**config.mk**
```make
export PLATFORM = sky130hd
export DESIGN_NAME = factorial_quotient_divisor_count_top
export DESIGN_NICKNAME = d
export VERILOG_FILES = /design/src/design/fqdc_pkg.sv /design/src/design/factorial_quotient_divisor_count_top.sv
export SDC_FILE = /design/constraint.sdc
export NUM_CORES = 2
export LEC_CHECK = 0
export ABC_AREA = 0
export BUFFER_PORTS_ARGS = -buffer_cell sky130_fd_sc_hd__buf_2
export CELL_PAD_IN_SITES_DETAIL_PLACEMENT = 0
export CELL_PAD_IN_SITES_GLOBAL_PLACEMENT = 1
export CORE_MARGIN = 5
export CORE_UTILIZATION = 55
export CTS_CLUSTER_SIZE = 10
export DETAILED_ROUTE_END_ITERATION = 7
export GPL_ROUTABILITY_DRIVEN = 0
export GPL_TIMING_DRIVEN = 0
export PLACE_DENSITY_LB_ADDON = 0.1
export SYNTH_ARGS = -nofsm -noshare
export SYNTH_HDL_FRONTEND = slang
export SYNTH_SLANG_ARGS = --single-unit
export TNS_END_PERCENT = 5
```
**constraint.sdc**
```tcl
create_clock -name clk -period 23.7 [get_ports clk]
set_input_delay 4.74 -clock clk [delete_from_list [all_inputs] [get_ports clk]]
set_output_delay 4.74 -clock clk [all_outputs]
set_load 0.05 [all_outputs]
```
**src/design/fqdc_pkg.sv**
```systemverilog
// Package for the factorial quotient divisor count block.
// Holds the prime table, the saturation limit, the divider constants and the sequencer state type.
// No dependencies.
`default_nettype none

package fqdc_pkg;

	// Primes up to 255, tried in ascending order.
	localparam int PRIME_COUNT = 54;

	localparam logic [7:0] PRIMES [PRIME_COUNT] = '{
		8'd2, 8'd3, 8'd5, 8'd7, 8'd11, 8'd13, 8'd17, 8'd19, 8'd23, 8'd29,
		8'd31, 8'd37, 8'd41, 8'd43, 8'd47, 8'd53, 8'd59, 8'd61, 8'd67, 8'd71,
		8'd73, 8'd79, 8'd83, 8'd89, 8'd97, 8'd101, 8'd103, 8'd107, 8'd109, 8'd113,
		8'd127, 8'd131, 8'd137, 8'd139, 8'd149, 8'd151, 8'd157, 8'd163, 8'd167,
		8'd173, 8'd179, 8'd181, 8'd191, 8'd193, 8'd197, 8'd199, 8'd211, 8'd223,
		8'd227, 8'd229, 8'd233, 8'd239, 8'd241, 8'd251
	};

	// Largest count that the output word carries.
	localparam logic [62:0] SAT_MAX = {63{1'b1}};

	// Divider steps per cycle and cycles per 32-bit division.
	localparam int DIV_STEPS  = 4;
	localparam int DIV_CYCLES = 32 / DIV_STEPS;

	// Sequencer states, one-hot.
	typedef enum logic [6:0] {
		ST_IDLE = 7'b0000001,
		ST_NEXT = 7'b0000010,
		ST_TDIV = 7'b0000100,
		ST_LDIV = 7'b0001000,
		ST_ECHK = 7'b0010000,
		ST_MCHK = 7'b0100000,
		ST_FIN  = 7'b1000000
	} state_t;

endpackage

`default_nettype wire

```
**src/design/factorial_quotient_divisor_count_top.sv**
```systemverilog
// Each prime up to |n| costs a trial division of m, plus one more per prime factor of m
// and one per further Legendre term; all of them run on the shared divider, which retires
// 4 quotient bits a cycle.
// Throughput: one word at a time; the block is busy from input until its result loads.
// A finished result waits in the output register while the next word is accepted.
// Reset: arst_n clears the sequencer and the output valid at once; no clearing pass.
//
// Top level of the factorial quotient divisor count block.
// Depends on fqdc_pkg.
`default_nettype none

module factorial_quotient_divisor_count_top #(
	parameter int MAX_N = 127
) (
	input  wire logic               clk,
	input  wire logic               arst_n,
	input  wire logic               in_valid,
	output logic                    in_ready,
	input  wire logic signed [7:0]  factorial_base,
	input  wire logic signed [31:0] divisor_value,
	output logic                    out_valid,
	input  wire logic               out_ready,
	output logic [62:0]             divisor_count
);

	localparam logic [7:0] MaxN = 8'(MAX_N);
	localparam logic [5:0] PrimeLast = 6'(fqdc_pkg::PRIME_COUNT);
	localparam logic [2:0] DivLast = 3'(fqdc_pkg::DIV_CYCLES - 1);

	fqdc_pkg::state_t state_q;

	logic [7:0]  n_q;
	logic [31:0] m_q;
	logic [5:0]  idx_q;
	logic [7:0]  p_q;
	logic [5:0]  mexp_q;
	logic [7:0]  e_q;
	logic [62:0] tot_q;
	logic [70:0] prod_q;
	logic        sat_q;
	logic        zero_q;
	logic [31:0] dq_q;
	logic [7:0]  rem_q;
	logic [2:0]  cnt_q;
	logic        out_valid_q;
	logic [62:0] out_q;

	// Magnitudes of the input word.
	logic [7:0]  n_abs;
	logic [31:0] m_abs;
	assign n_abs = factorial_base[7] ? 8'(-factorial_base) : 8'(factorial_base);
	assign m_abs = divisor_value[31] ? 32'(-divisor_value) : 32'(divisor_value);

	// Prime at the current table position.
	logic [7:0] p_sel;
	assign p_sel = (idx_q < PrimeLast) ? fqdc_pkg::PRIMES[idx_q] : 8'd0;

	// Shared restoring divider: four quotient bits per cycle.
	logic [31:0] dq_nx;
	logic [7:0]  rem_nx;
	always_comb begin
		logic [8:0] r9;
		dq_nx  = dq_q;
		rem_nx = rem_q;
		for (int j = 0; j < fqdc_pkg::DIV_STEPS; j++) begin
			r9    = {rem_nx, dq_nx[31]};
			dq_nx = {dq_nx[30:0], 1'b0};
			if (r9 >= {1'b0, p_q}) begin
				rem_nx   = 8'(r9 - {1'b0, p_q});
				dq_nx[0] = 1'b1;
			end else begin
				rem_nx = r9[7:0];
			end
		end
	end

	logic div_done;
	assign div_done = (cnt_q == DivLast);

	// Exponent arithmetic for the product factor.
	logic [7:0] e_sum;
	logic [7:0] fac;
	assign e_sum = e_q + dq_nx[7:0];
	assign fac   = 8'(e_q - {2'b00, mexp_q} + 8'd1);

	// Final result word.
	logic [62:0] result;
	assign result = (zero_q || (m_q != 32'd1)) ? 63'd0 :
	                sat_q ? fqdc_pkg::SAT_MAX : tot_q;

	// The result loads once the output register is free or being emptied.
	logic load_out;
	assign load_out = (state_q == fqdc_pkg::ST_FIN) && (!out_valid_q || out_ready);

	assign in_ready      = (state_q == fqdc_pkg::ST_IDLE);
	assign out_valid     = out_valid_q;
	assign divisor_count = out_q;

	// Sequencer.
	always_ff @(posedge clk or negedge arst_n) begin
		if (!arst_n) begin
			state_q     <= fqdc_pkg::ST_IDLE;
			out_valid_q <= 1'b0;
		end else begin
			if (load_out) begin
				out_valid_q <= 1'b1;
			end else if (out_valid_q && out_ready) begin
				out_valid_q <= 1'b0;
			end
			unique case (state_q)
				fqdc_pkg::ST_IDLE: begin
					if (in_valid) begin
						state_q <= fqdc_pkg::ST_NEXT;
					end
				end
				fqdc_pkg::ST_NEXT: begin
					if (idx_q >= PrimeLast || p_sel > n_q || p_sel > MaxN) begin
						state_q <= fqdc_pkg::ST_FIN;
					end else begin
						state_q <= fqdc_pkg::ST_TDIV;
					end
				end
				fqdc_pkg::ST_TDIV: begin
					if (div_done && rem_nx != 8'd0) begin
						state_q <= fqdc_pkg::ST_LDIV;
					end
				end
				fqdc_pkg::ST_LDIV: begin
					if (div_done && dq_nx < {24'd0, p_q}) begin
						state_q <= fqdc_pkg::ST_ECHK;
					end
				end
				fqdc_pkg::ST_ECHK: begin
					if (e_q < {2'b00, mexp_q}) begin
						state_q <= fqdc_pkg::ST_FIN;
					end else begin
						state_q <= fqdc_pkg::ST_MCHK;
					end
				end
				fqdc_pkg::ST_MCHK: begin
					state_q <= fqdc_pkg::ST_NEXT;
				end
				fqdc_pkg::ST_FIN: begin
					if (load_out) begin
						state_q <= fqdc_pkg::ST_IDLE;
					end
				end
				default: begin
					state_q <= fqdc_pkg::ST_IDLE;
				end
			endcase
		end
	end

	// Datapath registers.
	always_ff @(posedge clk) begin
		unique case (state_q)
			fqdc_pkg::ST_IDLE: begin
				n_q    <= n_abs;
				m_q    <= (m_abs == 32'd0) ? 32'd1 : m_abs;
				idx_q  <= 6'd0;
				tot_q  <= 63'd1;
				sat_q  <= 1'b0;
				zero_q <= 1'b0;
			end
			fqdc_pkg::ST_NEXT: begin
				// Start trial division of m by the next prime.
				p_q    <= p_sel;
				mexp_q <= 6'd0;
				dq_q   <= m_q;
				rem_q  <= 8'd0;
				cnt_q  <= 3'd0;
			end
			fqdc_pkg::ST_TDIV: begin
				cnt_q <= cnt_q + 3'd1;
				if (div_done) begin
					rem_q <= 8'd0;
					if (rem_nx == 8'd0) begin
						// Prime divides m: keep the quotient and divide again.
						m_q    <= dq_nx;
						mexp_q <= mexp_q + 6'd1;
						dq_q   <= dq_nx;
					end else begin
						// Start the Legendre sum with n.
						dq_q <= {24'd0, n_q};
						e_q  <= 8'd0;
					end
				end else begin
					dq_q  <= dq_nx;
					rem_q <= rem_nx;
				end
			end
			fqdc_pkg::ST_LDIV: begin
				cnt_q <= cnt_q + 3'd1;
				dq_q  <= dq_nx;
				if (div_done) begin
					rem_q <= 8'd0;
					e_q   <= e_sum;
				end else begin
					rem_q <= rem_nx;
				end
			end
			fqdc_pkg::ST_ECHK: begin
				if (e_q < {2'b00, mexp_q}) begin
					zero_q <= 1'b1;
				end
				prod_q <= tot_q * fac;
			end
			fqdc_pkg::ST_MCHK: begin
				if (!sat_q) begin
					if (prod_q > {8'd0, fqdc_pkg::SAT_MAX}) begin
						sat_q <= 1'b1;
					end else begin
						tot_q <= prod_q[62:0];
					end
				end
				idx_q <= idx_q + 6'd1;
			end
			fqdc_pkg::ST_FIN: begin
				if (load_out) begin
					out_q <= result;
				end
			end
			default: begin
			end
		endcase
	end

endmodule

`default_nettype wire

```
# ---- Yosys cells after proc, flatten, opt, wreduce, memory -nomap -nowiden
# Memories as Yosys holds them, arrays and structs flattened.
# Index checks and enable logic that the tools add are counted.
dict set report classes {
  bitwise_logic 1
  add_sub_neg 12
  n_reduce_logical 28
  multipliers 1
  magnitude_cmp 12
  eq_ne 20
  mux 49
}
# operator n
set ops {}
lappend ops {{$mux 32} 6}
lappend ops {{$mux 63} 3}
lappend ops {{$pmux 63 s2} 1}
lappend ops {{$pmux 32 s3} 1}
lappend ops {{$mux 8} 11}
lappend ops {{$gt 71x63->1 const B} 1}
lappend ops {{$mul 63x8->71} 1}
lappend ops {{$pmux 32 s2} 1}
lappend ops {{$mux 7} 7}
lappend ops {{$pmux 7 s7} 1}
lappend ops {{$ge 9x8->1} 4}
lappend ops {{$logic_not 32->1} 1}
lappend ops {{$lt 32x8->1} 1}
lappend ops {{$ne 32x1->1 const B} 1}
lappend ops {{$neg 32->32} 1}
lappend ops {{$pmux 8 s2} 2}
lappend ops {{$sub 8x8->8} 4}
lappend ops {{$pmux 6 s2} 2}
lappend ops {{$ne 2x2->1 const B} 11}
lappend ops {{$reduce_bool 2->1} 7}
lappend ops {{$add 6x1->6 const B} 2}
lappend ops {{$mux 6} 2}
lappend ops {{$mux 1} 9}
lappend ops {{$reduce_and 3->1} 3}
lappend ops {{31 further kinds} 40}
dict set report word_totals {
  mem_bits_ro 512
  word_cells 141
  reg_bits 318
  in_bits 44
  mem_count 1
  output_inout_bits 65
}
# memory depth width rd rd_clocked_by_memory_dff wr line
set memory_table {}
lappend memory_table {{(name not given)} 64 8 1 0 0 factorial_quotient_divisor_count_top.sv:56} ;# assign p_sel = (idx_q < PrimeLast) ? fqdc_pkg::PRIMES[idx_q] : 8'd0;

# ---- Depth between registers and ports, before layout
dict set report logic_depth {
  depth_word 12
  depth_mapped 47
  depth_no_buf 43
}

# ---- Worst setup path before layout
# Ideal clock, no wire load.
dict set report synth_timing {
  path_type {register to register}
  start {register p_q[2]}
  end {register m_q[0], enable pin}
  n_path_buf 3
  required_time_ns 23.217
  synth_period_minus_slack_ns 9.356
  slack_ns 14.344
  setup_ns 0.483
  arrival_time_ns 8.873
  path_stages_with_launch 38
  path_cell_list {edfxtp_1 > inv_1 > ha_1 > clkbuf_1 > a21oi_1 > o21ai_0 > a221oi_4 > mux2_2 > ha_1 > and4_1 > a41o_1 > a31oi_1 > o22ai_1 > clkbuf_1 > o21ai_0 > inv_1 > ha_1 > nor2b_1 > [2 not listed] > o21ai_0 > a21oi_1 > a211oi_1 > nand2_1 > buf_1 > mux2_2 > ha_1 > or3_1 > o21ai_0 > a21oi_1 > o41ai_1 > nand3_1 > a21boi_0 > a2111oi_1 > nor4_1 > and2_1 > nand3_1 > nand2b_1}
}
dict set report synth_via {
  elab_chain_len 11
  elab_cells_between_ends 15
  cone_classes {4 x add/sub; 4 x order compare; 1 x eq/ne; 4 x mux; 2 x reduce/logical}
}
# item line
set synth_lines {}
lappend synth_lines {{start, declared} factorial_quotient_divisor_count_top.sv:35} ;# logic [7:0] p_q;
lappend synth_lines {{start signal, assigned} factorial_quotient_divisor_count_top.sv:168} ;# p_q <= p_sel;
lappend synth_lines {{$sub 8x8->8 / $ge 9x8->1 (equally long branches)} {factorial_quotient_divisor_count_top.sv:69, factorial_quotient_divisor_count_top.sv:68}}
lappend synth_lines {{$mux 8} factorial_quotient_divisor_count_top.sv:68} ;# if (r9 >= {1'b0, p_q}) begin
lappend synth_lines {{$sub 8x8->8 / $ge 9x8->1 (equally long branches)} {factorial_quotient_divisor_count_top.sv:69, factorial_quotient_divisor_count_top.sv:68}}
lappend synth_lines {{$mux 8} factorial_quotient_divisor_count_top.sv:68}
lappend synth_lines {{$sub 8x8->8 / $ge 9x8->1 (equally long branches)} {factorial_quotient_divisor_count_top.sv:69, factorial_quotient_divisor_count_top.sv:68}}
lappend synth_lines {{$mux 8} factorial_quotient_divisor_count_top.sv:68}
lappend synth_lines {{$sub 8x8->8 / $ge 9x8->1 (equally long branches)} {factorial_quotient_divisor_count_top.sv:69, factorial_quotient_divisor_count_top.sv:68}}
lappend synth_lines {{$mux 8 (*)} factorial_quotient_divisor_count_top.sv:68}
lappend synth_lines {{$logic_not 8->1 (*)} factorial_quotient_divisor_count_top.sv:178} ;# if (rem_nx == 8'd0) begin
lappend synth_lines {{$ne 2x2->1 (no line) (*)} n/a}
lappend synth_lines {{$reduce_and 3->1 (no line) (*)} n/a}
lappend synth_lines {{end signal, assigned} factorial_quotient_divisor_count_top.sv:160} ;# m_q <= (m_abs == 32'd0) ? 32'd1 : m_abs;
lappend synth_lines {{end signal, assigned} factorial_quotient_divisor_count_top.sv:180} ;# m_q <= dq_nx;
lappend synth_lines {{end, declared} factorial_quotient_divisor_count_top.sv:33} ;# logic [31:0] m_q;
# Every way passes the cells marked *; elsewhere a longest branch is shown, timed or not.
# A chain may end at the register's enable or synchronous reset.

# ---- Final worst setup path
dict set report layout_timing {
  start {register p_q[2]}
  end {register e_q[0], enable pin}
}
dict set report layout_via {
  elab_chain_len 11
  elab_cells_between_ends 15
  cone_classes {4 x add/sub; 4 x order compare; 1 x eq/ne; 4 x mux; 2 x reduce/logical}
}
# item line
set layout_lines {}
lappend layout_lines {{$sub 8x8->8 / $ge 9x8->1 (equally long branches)} {factorial_quotient_divisor_count_top.sv:69, factorial_quotient_divisor_count_top.sv:68}}
lappend layout_lines {{$mux 8} factorial_quotient_divisor_count_top.sv:68}
lappend layout_lines {{$sub 8x8->8 / $ge 9x8->1 (equally long branches)} {factorial_quotient_divisor_count_top.sv:69, factorial_quotient_divisor_count_top.sv:68}}
lappend layout_lines {{$mux 8} factorial_quotient_divisor_count_top.sv:68}
lappend layout_lines {{$sub 8x8->8 / $ge 9x8->1 (equally long branches)} {factorial_quotient_divisor_count_top.sv:69, factorial_quotient_divisor_count_top.sv:68}}
lappend layout_lines {{$mux 8} factorial_quotient_divisor_count_top.sv:68}
lappend layout_lines {{$sub 8x8->8 / $ge 9x8->1 (equally long branches)} {factorial_quotient_divisor_count_top.sv:69, factorial_quotient_divisor_count_top.sv:68}}
lappend layout_lines {{$mux 8 (*)} factorial_quotient_divisor_count_top.sv:68}
lappend layout_lines {{$logic_not 8->1 (*)} factorial_quotient_divisor_count_top.sv:178}
lappend layout_lines {{$ne 2x2->1 (no line) (*)} n/a}
lappend layout_lines {{$reduce_and 4->1 (no line) (*)} n/a}
lappend layout_lines {{end signal, assigned} factorial_quotient_divisor_count_top.sv:198} ;# e_q <= e_sum;
lappend layout_lines {{end, declared} factorial_quotient_divisor_count_top.sv:37} ;# logic [7:0] e_q;
# Marked as above.

==> impl_results.md <==
* Status: finished clean
* Post-CTS setup buffer count at 0
* Nets at 4073
* Die area at 0.06354 mm^2
* Reg-to-reg critical path startpoint: p_q[2]$_DFFE_PP_
* Data arrival time of the worst path at 12750 ps
* H-tree Lvls at 2
* DRC errors left at 0
* Tcrit/Tclk final at 52.80%
* Reg2reg setup slack at 11190 ps
* CP delay by family, top: compound AO/OA/AOI/OAI gates
* Critical path buffers and inverters at 7
* Core area at 0.05792 mm^2
* WL/cell at 20.25 um
* Ranking of synthesized cells by area: edfxtp_1, fa_1, ha_1, and2_1, nand2_1
* Hold Path Class: reg2reg
* Vias per cell at 5.774
* RSZ-0062 raised after global routing: false
* WHS Path Cells at 1
* CTS Hold Bufs at 0
* P&R area growth vs syn at 8.734%
* Minimum clock period at 12510 ps
* Reg2reg end: e_q[0]$_SDFFCE_PN0P_
* Synth Cell Area at 0.03223 mm^2
* Grt total ovfl at 0
* Synth top area share at 28.88%
* Clock Path Buffers at 3
* Clock tree sinks at 318
* Reg clk slew, reported paths at 60 ps
* Setup violators final at 0
* CP required at 23930 ps
* TNS Setup at 0 ps
* Most used DFF post-synth: edfxtp_1
* WHS Endpoint: tot_q[0]$_SDFFCE_PN1P_
* Synth Register Bits at 318
* Sequential area share after synthesis at 29.51%
* Reg2Reg Depth at 39
* Slew Limit Fails at 0
* CP endpoint kind: flip-flop
* Worst setup path class: reg2reg
* CTS tree: built
* Slew margin rel. at 13.78%
* Vias at 24620
* Initial antenna violation count at 0
* Distinct cells, synth at 81
* Root Buffer: clkbuf_16
* DRT Wirelength at 86350 um
* DP HPWL at 68200 um
* First-pass GRT wire length at 138200 um
* Synth warnings at 0
* Max-cap violations at 0
* Clock Skew at 19.62 ps
* Initial core utilization at 55.65%
* Largest net degree at the start of global routing at 47
* Hold path start: prod_q[0]$_DFFE_PP_
* Die Ht at 252.1 um
* Post-cts resize count at 0
* Die Width at 252.1 um
* Layout cells sized above 1 at 5.946%
* FFs w/ async S/R, synth at 2.516%
* Cts bufs inserted at 40
* Drt pass-1 iters at 6
* Synthesized Nets at 3921
* CP max stage cell: o41ai_1
* Crit-path max FO at 12
* Avg Cell Area, Syn at 9.700 um^2
* EDFF count, synth at 310
* Fmax at 79.92 MHz
* Number of global-route vias before repair at 25490
* Worst-Margin Slew at 1282 ps
* Antenna Nets Post-Route at 0
* Crit path largest cell delay at 940 ps
* Final Hold Viols at 0
* Synth Instances at 3323
* Cell row count at 88
* Number of I/O pins at 109
* PortBufs at 104
* Critical path launch point type: flip-flop
* Cell taking the most area after synthesis: edfxtp_1
* Total GRT Usage at 27.35%
* DRT iter0 DRCs at 1761
* Clk Latency, worst-skew pair at 580 ps
==> through the flow <==
| stage | cells | hold slack [ps] | setup slack [ps] | utilization, % | area, um^2 |
|---|---|---|---|---|---|
| global placement | 4192 | 480.4 | 11470 | 58.21 | 33710 |
| detailed placement | 4198 | 489.3 | 11480 | 58.49 | 33870 |
| floorplan | 3323 | 477.3 | 14340 | - | 32230 |
| global route | 4263 | 520.3 | 10550 | 60.51 | 35040 |
| CTS | 4263 | 504.6 | 11390 | 60.51 | 35040 |
| finish | 4264 | 507.8 | 11190 | 60.51 | 35050 |
==> cell type report <==
class,count,area [um^2]
fill,5029,22870
multi-input combinational,2402,20480
sequential,318,9510
inverter,415,1560
clock buffer,55,1067
tap,765,957.2
buffer,188,710.7
timing repair buffer,110,658.1
clock inverter,10,103.9
antenna,1,2.502
==> layout by cell type, fill, tap and decap left out, types with 12 or more instances in the layout <==
| master | n |
|---|---|
| xnor2_1 | 78 |
| fa_1 | 374 |
| o21a_1 | 82 |
| inv_1 | 413 |
| xor2_1 | 54 |
| o21ai_0 | 108 |
| a221o_1 | 13 |
| and2_1 | 282 |
| nand2_1 | 426 |
| a21oi_1 | 123 |
| a21o_1 | 53 |
| nand4_1 | 35 |
| nor2_1 | 191 |
| ha_1 | 180 |
| and3_1 | 18 |
| clkbuf_16 | 40 |
| buf_1 | 57 |
| or3_1 | 18 |
| nor4_1 | 24 |
| clkbuf_1 | 141 |
| nor2b_1 | 22 |
| a211oi_1 | 25 |
| a31oi_1 | 17 |
| nand3_1 | 23 |
| o31ai_1 | 15 |
| edfxtp_1 | 310 |
| nand2b_1 | 23 |
| o21bai_1 | 14 |
| mux2_2 | 12 |
| buf_2 | 107 |
| nor3_1 | 47 |
==> cells in the mapped netlist (8+ instances only) <==
library cell and n:
a211oi_1 25, a21o_1 53, a21oi_1 123, a221o_1 13, a31oi_1 17, and2_1 282, and3_1 18, buf_1 58
clkbuf_1 127, edfxtp_1 310, fa_1 374, ha_1 180, inv_1 414, mux2_2 12, mux2i_1 11, nand2_1 426
nand2b_1 24, nand3_1 23, nand4_1 35, nor2_1 192, nor2b_1 23, nor3_1 48, nor4_1 24, o211ai_1 8
o21a_1 82, o21ai_0 108, o21bai_1 14, o31ai_1 15, or2_2 11, or3_1 18, or4_1 9, xnor2_1 78
xor2_1 54
==> worst max path at each step <==
stage	startpoint	end	slack [ps]	cells past startpoint
3_3_place_gp	p_q[2]$_DFFE_PP_	m_q[23]$_DFFE_PP_	11470	38
5_1_grt	p_q[2]$_DFFE_PP_	e_q[0]$_SDFFCE_PN0P_	10550	40
3_5_place_dp	p_q[2]$_DFFE_PP_	e_q[0]$_SDFFCE_PN0P_	11480	39
2_1_floorplan	p_q[2]$_DFFE_PP_	m_q[0]$_DFFE_PP_	14340	37
4_1_cts	p_q[2]$_DFFE_PP_	e_q[1]$_SDFFCE_PN0P_	11390	39
6_report	p_q[2]$_DFFE_PP_	e_q[0]$_SDFFCE_PN0P_	11190	39
==> metal layers <==
metal / routed length [um] / track usage [%]
met5: 0 / 0
met3: 5172 / 3.979
met1: 35490 / 35.83
met2: 42040 / 46.60
met4: 3659 / 10.17
==> flip-flops by register name (all words and copies together), names as in the netlist, 8 cells and up <==
| name | flops |
|---|---|
| dq_q | 32 |
| n_q | 8 |
| rem_q | 8 |
| prod_q | 71 |
| p_q | 8 |
| m_q | 32 |
| e_q | 8 |
| tot_q | 63 |
| divisor_count | 63 |
==> kinds of logic after synthesis <==
group / synth area share, %
AOI/OAI and AO/OA: 10.73
xor gates and xnor gates: 3.587
adders and majority gates: 30.22
buffers and inverters: 7.034
DFF: 29.51
muxes: 0.9705
and+or+nand+nor: 17.96
Power is left out: the tool's default activity adds up to more than one toggle a clock period on the data nets, which glitch-free logic cannot reach.
